===== src/sv/asin_pkg.sv =====
// Shared constants for the arcsin series summation block.
`default_nettype none
package asin_pkg;

    // Fixed-point format: 30 fraction bits (Q1.30 arguments and terms, Q2.30 signed sum output).
    localparam int FRAC_BITS = 30;

    // Port widths.
    localparam int XW     = 31;   // input argument and term magnitudes
    localparam int SW     = 32;   // signed sum output
    localparam int TU_W   = 7;    // terms_used output
    localparam int TC_W   = 7;    // term_count register
    localparam int TOL_W  = 31;   // tolerance register
    localparam int CFG_IW = 2;    // configuration register index
    localparam int CFG_DW = 31;   // configuration write data

    // Shared multiplier operand width.
    localparam int MUL_W = 32;

    // Configuration register indexes.
    localparam logic [CFG_IW-1:0] CFG_STOP_MODE  = 2'd0;
    localparam logic [CFG_IW-1:0] CFG_TERM_COUNT = 2'd1;
    localparam logic [CFG_IW-1:0] CFG_TOLERANCE  = 2'd2;

    // Reset values of the configuration registers.
    localparam logic             RST_STOP_MODE  = 1'b0;
    localparam logic [TC_W-1:0]  RST_TERM_COUNT = 7'd8;
    localparam logic [TOL_W-1:0] RST_TOLERANCE  = 31'd1074;

endpackage
`default_nettype wire


===== src/sv/asin_mul.sv =====
// Shared unsigned multiplier with a registered product.
`default_nettype none
module asin_mul
(
    input  wire logic                          clk,
    input  wire logic [asin_pkg::MUL_W-1:0]    a,
    input  wire logic [asin_pkg::MUL_W-1:0]    b,
    output logic      [2*asin_pkg::MUL_W-1:0]  prod
);

    logic [2*asin_pkg::MUL_W-1:0] prod_reg;

    always_ff @(posedge clk)
    begin
        prod_reg <= a * b;
    end

    assign prod = prod_reg;

endmodule
`default_nettype wire


===== src/sv/arcsin_series_sum.sv =====
// Top level: iterative fixed-point Maclaurin series of arcsin(x).
//
// A request is accepted at a rising edge with start high and busy low; it
// carries sine_value, a signed Q1.30 argument. The block sums the series on
// one shared 32x32 multiplier and raises done for exactly one cycle with
// arcsin_estimate (signed Q2.30), terms_used and hit_limit. The receiver
// cannot stall, so the result is only valid in the cycle done is high.
// Configuration writes on cfg_valid/cfg_ready (always ready) select the
// register by cfg_index: stop mode, term count, tolerance. The user must
// make them only while the block is idle; the block does not enforce it.
// Each added term passes through the states CHECK, P, MQ, MN, MM and CORR:
// x^2 scaling, a reciprocal-table estimate of the ratio, two products for
// the exact remainder check, and the correction and stop test. A new request
// may be accepted in the cycle done is high. In tolerance mode the number of
// terms added is at most MAX_TERMS. Reset returns the sequencer to idle,
// clears done and loads the default configuration.
`default_nettype none
module arcsin_series_sum
#(
    parameter int MAX_TERMS = 64
)
(
    input  wire logic                              clk,
    input  wire logic                              rst_n,
    input  wire logic                              start,
    output logic                                   busy,
    input  wire logic signed [asin_pkg::XW-1:0]    sine_value,
    output logic                                   done,
    output logic signed      [asin_pkg::SW-1:0]    arcsin_estimate,
    output logic             [asin_pkg::TU_W-1:0]  terms_used,
    output logic                                   hit_limit,
    input  wire logic                              cfg_valid,
    output logic                                   cfg_ready,
    input  wire logic        [asin_pkg::CFG_IW-1:0] cfg_index,
    input  wire logic        [asin_pkg::CFG_DW-1:0] cfg_data
);

    localparam int XW    = asin_pkg::XW;
    localparam int MW    = asin_pkg::MUL_W;
    localparam int PW    = 2 * asin_pkg::MUL_W;
    localparam int UW    = $clog2(MAX_TERMS + 1);
    localparam int LW    = (UW > asin_pkg::TC_W) ? UW : asin_pkg::TC_W;
    localparam int IDX_W = (MAX_TERMS > 1) ? $clog2(MAX_TERMS) : 1;
    localparam int OW    = $clog2((2 * MAX_TERMS - 1) * (2 * MAX_TERMS - 1) + 1);
    localparam int DW    = $clog2((2 * MAX_TERMS) * (2 * MAX_TERMS + 1) + 1);
    localparam logic [PW-1:0] ROUND_HALF = PW'(1) << (asin_pkg::FRAC_BITS - 1);

    typedef enum logic [7:0]
    {
        S_IDLE  = 8'b0000_0001,
        S_X2    = 8'b0000_0010,
        S_CHECK = 8'b0000_0100,
        S_P     = 8'b0000_1000,
        S_MQ    = 8'b0001_0000,
        S_MN    = 8'b0010_0000,
        S_MM    = 8'b0100_0000,
        S_CORR  = 8'b1000_0000
    } state_t;

    // Per-term constants: (2i+1)^2, (2i+2)(2i+3) and floor(2^32 * ratio).
    logic [OW-1:0] odd2_tab [MAX_TERMS];
    logic [DW-1:0] den_tab  [MAX_TERMS];
    logic [MW-1:0] rq_tab   [MAX_TERMS];

    genvar gi;
    generate
        for (gi = 0; gi < MAX_TERMS; gi++)
        begin : g_tab
            localparam longint unsigned ODD  = 64'(2 * gi + 1);
            localparam longint unsigned ODD2 = ODD * ODD;
            localparam longint unsigned DEN  = (ODD + 1) * (ODD + 2);
            localparam longint unsigned RQ   = (ODD2 << 32) / DEN;
            assign odd2_tab[gi] = OW'(ODD2);
            assign den_tab[gi]  = DW'(DEN);
            assign rq_tab[gi]   = MW'(RQ);
        end
    endgenerate

    state_t                     state_reg, state_next;
    logic                       stop_mode_reg;
    logic [asin_pkg::TC_W-1:0]  term_count_reg;
    logic [asin_pkg::TOL_W-1:0] tolerance_reg;

    logic                       neg_reg, neg_next;
    logic [XW-1:0]              mag_reg, mag_next;
    logic [XW-1:0]              x2_reg, x2_next;
    logic [XW-1:0]              term_reg, term_next;
    logic [XW-1:0]              sum_reg, sum_next;
    logic [XW-1:0]              p_reg, p_next;
    logic [XW-1:0]              qe_reg, qe_next;
    logic [PW-1:0]              n_reg, n_next;
    logic [UW-1:0]              used_reg, used_next;
    logic [LW-1:0]              nlim_reg, nlim_next;
    logic                       done_reg, done_next;
    logic [asin_pkg::SW-1:0]    est_reg, est_next;
    logic [asin_pkg::TU_W-1:0]  tu_reg, tu_next;
    logic                       hit_reg, hit_next;

    logic [MW-1:0]              mul_a, mul_b;
    logic [PW-1:0]              prod;
    logic [PW-1:0]              prod_rnd;
    logic [XW-1:0]              prod_fix;
    logic [XW-1:0]              raw_in, mag_in;
    logic [IDX_W-1:0]           idx;
    logic [XW:0]                sum_add;
    logic                       term_ok, at_max, go;
    logic [asin_pkg::SW-1:0]    sum_ext;

    asin_mul u_mul
    (
        .clk  (clk),
        .a    (mul_a),
        .b    (mul_b),
        .prod (prod)
    );

    assign raw_in   = $unsigned(sine_value);
    assign mag_in   = raw_in[XW-1] ? (~raw_in + XW'(1)) : raw_in;
    assign idx      = used_reg[IDX_W-1:0];
    assign prod_rnd = prod + ROUND_HALF;
    assign prod_fix = prod_rnd[asin_pkg::FRAC_BITS +: XW];
    assign sum_add  = {1'b0, sum_reg} + {1'b0, term_reg};
    assign sum_ext  = {1'b0, sum_reg};
    assign term_ok  = term_reg >= tolerance_reg;
    assign at_max   = used_reg >= UW'(MAX_TERMS);
    assign go       = stop_mode_reg ? (term_ok && !at_max) : (LW'(used_reg) < nlim_reg);

    always_comb
    begin
        case (state_reg)
            S_IDLE:
            begin
                mul_a = MW'(mag_in);
                mul_b = MW'(mag_in);
            end
            S_MQ:
            begin
                mul_a = MW'(p_reg);
                mul_b = rq_tab[idx];
            end
            S_MN:
            begin
                mul_a = MW'(p_reg);
                mul_b = MW'(odd2_tab[idx]);
            end
            S_MM:
            begin
                mul_a = MW'(qe_reg);
                mul_b = MW'(den_tab[idx]);
            end
            default:
            begin
                mul_a = MW'(term_reg);
                mul_b = MW'(x2_reg);
            end
        endcase
    end

    always_comb
    begin
        state_next = state_reg;
        neg_next   = neg_reg;
        mag_next   = mag_reg;
        x2_next    = x2_reg;
        term_next  = term_reg;
        sum_next   = sum_reg;
        p_next     = p_reg;
        qe_next    = qe_reg;
        n_next     = n_reg;
        used_next  = used_reg;
        nlim_next  = nlim_reg;
        done_next  = 1'b0;
        est_next   = est_reg;
        tu_next    = tu_reg;
        hit_next   = hit_reg;

        case (state_reg)
            S_IDLE:
            begin
                if (start)
                begin
                    neg_next = raw_in[XW-1];
                    mag_next = mag_in;
                    if (32'(term_count_reg) > MAX_TERMS)
                    begin
                        nlim_next = LW'(MAX_TERMS);
                    end
                    else
                    begin
                        nlim_next = LW'(term_count_reg);
                    end
                    state_next = S_X2;
                end
            end
            S_X2:
            begin
                x2_next    = prod_fix;
                term_next  = mag_reg;
                sum_next   = '0;
                used_next  = '0;
                state_next = S_CHECK;
            end
            S_CHECK:
            begin
                if (go)
                begin
                    // The sum magnitude saturates at the largest positive value.
                    sum_next   = sum_add[XW] ? {XW{1'b1}} : sum_add[XW-1:0];
                    state_next = S_P;
                end
                else
                begin
                    est_next   = neg_reg ? (asin_pkg::SW'(0) - sum_ext) : sum_ext;
                    tu_next    = asin_pkg::TU_W'(used_reg);
                    hit_next   = stop_mode_reg && term_ok && at_max;
                    done_next  = 1'b1;
                    state_next = S_IDLE;
                end
            end
            S_P:
            begin
                p_next     = prod_fix;
                state_next = S_MQ;
            end
            S_MQ:
            begin
                state_next = S_MN;
            end
            S_MN:
            begin
                // The table reciprocal is rounded down, so this estimate is
                // the true quotient or one below it.
                qe_next    = prod[MW +: XW];
                state_next = S_MM;
            end
            S_MM:
            begin
                n_next     = prod;
                state_next = S_CORR;
            end
            S_CORR:
            begin
                if (n_reg >= prod + PW'(den_tab[idx]))
                begin
                    term_next = qe_reg + XW'(1);
                end
                else
                begin
                    term_next = qe_reg;
                end
                used_next  = used_reg + UW'(1);
                state_next = S_CHECK;
            end
            default:
            begin
                state_next = S_IDLE;
            end
        endcase
    end

    always_ff @(posedge clk or negedge rst_n)
    begin
        if (!rst_n)
        begin
            state_reg <= S_IDLE;
            done_reg  <= 1'b0;
        end
        else
        begin
            state_reg <= state_next;
            done_reg  <= done_next;
        end
    end

    always_ff @(posedge clk)
    begin
        neg_reg  <= neg_next;
        mag_reg  <= mag_next;
        x2_reg   <= x2_next;
        term_reg <= term_next;
        sum_reg  <= sum_next;
        p_reg    <= p_next;
        qe_reg   <= qe_next;
        n_reg    <= n_next;
        used_reg <= used_next;
        nlim_reg <= nlim_next;
        est_reg  <= est_next;
        tu_reg   <= tu_next;
        hit_reg  <= hit_next;
    end

    always_ff @(posedge clk or negedge rst_n)
    begin
        if (!rst_n)
        begin
            stop_mode_reg  <= asin_pkg::RST_STOP_MODE;
            term_count_reg <= asin_pkg::RST_TERM_COUNT;
            tolerance_reg  <= asin_pkg::RST_TOLERANCE;
        end
        else if (cfg_valid && cfg_ready)
        begin
            case (cfg_index)
                asin_pkg::CFG_STOP_MODE:  stop_mode_reg  <= cfg_data[0];
                asin_pkg::CFG_TERM_COUNT: term_count_reg <= cfg_data[asin_pkg::TC_W-1:0];
                asin_pkg::CFG_TOLERANCE:  tolerance_reg  <= cfg_data[asin_pkg::TOL_W-1:0];
                default:
                begin
                end
            endcase
        end
    end

    assign busy            = (state_reg != S_IDLE);
    assign cfg_ready       = 1'b1;
    assign done            = done_reg;
    assign arcsin_estimate = $signed(est_reg);
    assign terms_used      = tu_reg;
    assign hit_limit       = hit_reg;

endmodule
`default_nettype wire


===== config.mk =====
export PLATFORM = sky130hd
export DESIGN_NAME = arcsin_series_sum
export DESIGN_NICKNAME = d
export VERILOG_FILES = /design/src/sv/asin_pkg.sv /design/src/sv/asin_mul.sv /design/src/sv/arcsin_series_sum.sv
export SDC_FILE = /design/constraint.sdc
export NUM_CORES = 2
export LEC_CHECK = 0
export BUFFER_PORTS_ARGS = -buffer_cell sky130_fd_sc_hd__buf_2
export CORE_ASPECT_RATIO = 1.5
export CORE_MARGIN = 4
export CORE_UTILIZATION = 65
export DETAILED_ROUTE_END_ITERATION = 10
export MAX_ROUTING_LAYER = met4
export PLACE_DENSITY = 0.93
export SETUP_SLACK_MARGIN = 0.15
export SYNTH_ARGS = -nofsm -noshare
export SYNTH_HDL_FRONTEND = slang
export SYNTH_SLANG_ARGS = --single-unit

===== constraint.sdc =====
create_clock -name clk -period 21.9 [get_ports clk]
set_clock_uncertainty 0.05 [all_clocks]
set_input_delay 1.095 -clock clk [delete_from_list [all_inputs] [get_ports clk]]
set_output_delay 1.095 -clock clk [all_outputs]
set_load 0.005 [all_outputs]

==> impl_results.md <==
- Cell count after synthesis: 6136
- Tot GR Track Use: 44.5%
- Antenna-violating nets left: 0
- Share of post-route cells with drive strength above 1: 6.52%
- Post-synthesis compound-gate area fraction: 10.6%
- Reg2Reg Launch Point: state_reg[1]
- TritonCTS Sinks: 415
- Die H: 369 um
- Register-to-Register Path Depth: 32
- Status: finished with violations
- Core ar.: 0.0862 mm^2
- 1st-iter DRT viols: 6004
- Final nets: 7451
- Critical Path Sink Type: register
- Clk pin slew, worst setup/hold paths: 0.07 ns
- Met2 Track Usage GR: 69.1%
- CTS tree: done
- Startpoint types: register
- H-tree depth: 2
- TritonRoute pass-1 iters: 9
- Die outline width: 249 um
- Largest net degree at the start of global routing: 162
- Worst-Margin Slew: 1.52 ns
- Max-cap violations: 1
- DRT Wirelength: 199000 um
- Worst Path Class, Setup: register to register
- R2r endpoint: u_mul.prod[61]
- Hold Crit Start: u_mul.prod[5]
- GR Util met1: 47.4%
- CTS max path bufs: 3
- Initial Util: 65.5%
- Ys flop type: edfxtp_1
- Critical path peak fanout: 69
- Grt ovf: 0
- First-pass GRT wire length: 300000 um
- Clock Latency Late Sink: 0.59 ns
- RSZ-0062 raised after global routing: no
- R2r setup slk: 9.61 ns
- Detailed placement HPWL: 153000 um
- Total clock buffers created by CTS: 39
- Register area share after synthesis: 20.5%
- Drt drc: 0
- Mean instance size in the synthesized netlist: 9.20 um^2
- Gp weighted congestion: 1.13
- Post-layout minimum cycle time: 12.29 ns
- Yosys top cell by area: fa_1
- Hold Crit Endpoint: n_reg[5]
- Total number of placement rows: 132
- IO Count: 111
- Syn nets: 7498
- Slowest-stage cell, CP: o32a_1
- Ys Warns: 0
- Largest family of logic cells by synthesized area: adder cells
- Final setup viols: 0
- Synth async-reset ratio: 11.6%
- Number of flops mapped to enable cells by yosys: 304
- Crit path largest cell delay: 1.03 ns
- Drt via density: 6.64
- WHS Path Cells: 0
- Layout area overhead: 5.67%
- Port Buf Inserts: 109
- Synth top area cells: fa_1 31%, edfxtp_1 16%, ha_1 9.4%, inv_1 6.4%, nand2_1 6.4%
- Final setup TNS: 0 ns
- Relative slew slack: -1.24%
- Most used cell, CP: fa_1
- Vias in the first global route: 51200
- GR peak layer: met2
- Max-slew violations: 17
- Failing checks: max-capacitance violations, max-slew violations
- Post-synthesis mux area share: 0.888%
- Worst Path Arrival: 12.76 ns
- Initial antenna violation count: 7
- Fmax: 0.0814 GHz
- Post-synth cell types: 91
- Setup bufs post-CTS: 0
- Number of fillers in the final layout: 6228
- Seq cells post-synth: 415
- Post-synthesis adder-cell area fraction: 40.2%
- Post-CTS sizing: 0
- Via Count: 48300
- Met3 usage: 9.15%
- Final period utilization: 56.1%
- DIE AREA: 0.0918 mm^2
- WP data required: 22.37 ns
- Clk root buf: clkbuf_16
- Post-Syn Area: 0.0565 mm^2
- Synth Area in Simple Gates: 15.0%
- XOR/XNOR Fraction of Synth Area: 4.14%
- Hold Fails Final Rpt: 0
- WL/cell: 27.3 um
- Hold Buf Count CTS: 0
- Share of the synthesized area in the top cell type: 30.8%
- Hold Crit Class: register to register
## worst max-delay path by stage
stage	slack, ns	cells after the start	endpoint	start
finish	9.61	32	u_mul.prod[61]	state_reg[1]
global route	9.23	32	u_mul.prod[61]	state_reg[1]
CTS	9.98	31	u_mul.prod[61]	state_reg[1]
detailed placement	10.09	31	u_mul.prod[61]	state_reg[1]
global placement	10.20	34	u_mul.prod[61]	state_reg[1]
floorplan	10.72	35	u_mul.prod[45]	state_reg[1]
## cell families (layout without fill, tap and decap cells)
logic type	Yosys count	after routing
AO/OA/AOI/OAI	933	933
XOR/XNOR	267	267
adder cells (fa/ha/maj)	1294	1294
buffers and inverters	1288	1272
flip-flops	415	415
multiplexers	44	44
other	1	12
AND/OR/NAND/NOR	1894	1894
## Yosys cell counts (all sizes together) (32+ instances only)
| library cell | n |
|---|---|
| and2 | 128 |
| nor2b | 43 |
| a22oi | 34 |
| dfxtp | 63 |
| a31oi | 41 |
| clkbuf | 264 |
| buf | 52 |
| a21o | 91 |
| mux2 | 39 |
| o21a | 40 |
| inv | 970 |
| ha | 426 |
| nand4 | 57 |
| nor2 | 353 |
| xnor2 | 173 |
| nand2b | 48 |
| xor2 | 94 |
| o21ai | 223 |
| nand2 | 965 |
| fa | 868 |
| dfrtp | 42 |
| a211oi | 32 |
| edfxtp | 304 |
| nor3 | 51 |
| a21oi | 245 |
| nand3 | 113 |
## critical path: cells and delay by family (launching register included)
family,cells,cell delay (ns)
and+or+nand+nor,8,2.01
DFF,1,0.44
xor gates and xnor gates,1,0.14
adders and majority gates,9,4.41
AOI/OAI and AO/OA,8,3.17
buffers and inverters,6,1.91
## cell usage in the layout (no fill, tap or decap), drive strengths merged, types with 40 or more instances in the layout
| cell | synthesis | layout |
|---|---|---|
| a21o | 91 | 91 |
| a21oi | 245 | 245 |
| a31oi | 41 | 41 |
| and2 | 128 | 128 |
| buf | 52 | 228 |
| clkbuf | 264 | 48 |
| dfrtp | 42 | 42 |
| dfxtp | 63 | 63 |
| edfxtp | 304 | 304 |
| fa | 868 | 868 |
| ha | 426 | 426 |
| inv | 970 | 976 |
| nand2 | 965 | 965 |
| nand2b | 48 | 48 |
| nand3 | 113 | 113 |
| nand4 | 57 | 57 |
| nor2 | 353 | 353 |
| nor2b | 43 | 43 |
| nor3 | 51 | 51 |
| o21a | 40 | 40 |
| o21ai | 223 | 223 |
| xnor2 | 173 | 173 |
| xor2 | 94 | 94 |
## routing by layer
metal	share of wire, %	vias to the layer above
met3	11	1402
met1	30	23200
li1	-	19700
met5	0	-
met2	46	3884
met4	13	0
## metrics by stage
| step | area (um^2) | hold WS (ns) | util, % | setup WS, ns | cells |
|---|---|---|---|---|---|
| after global routing | 59700 | 0.426 | 69.2 | 9.23 | 7266 |
| after detailed placement | 58300 | 0.389 | 67.7 | 10.09 | 7187 |
| after CTS | 59700 | 0.412 | 69.2 | 9.98 | 7259 |
| after global placement | 58300 | 0.375 | 67.7 | 10.20 | 7187 |
| after floorplan | 56500 | 0.362 | - | 10.72 | 6136 |
| final | 59700 | 0.396 | 69.2 | 9.61 | 7270 |
## cell type report
class | instances | area, um^2 | share of cell area, %
Antenna cell | 11 | 27.5 | 0.0461
Clock buffer | 48 | 1080 | 1.81
Clock inverter | 24 | 229 | 0.384
Inverter | 972 | 3650 | 6.11
Multi-Input combinational cell | 4433 | 40200 | 67.4
Sequential cell | 415 | 11600 | 19.4
Tap cell | 1139 | 1430 | 2.39
Timing Repair Buffer | 228 | 1450 | 2.43
Power is not shown: default switching activity piles up to over one toggle a cycle in this logic, so the estimate is an artifact.
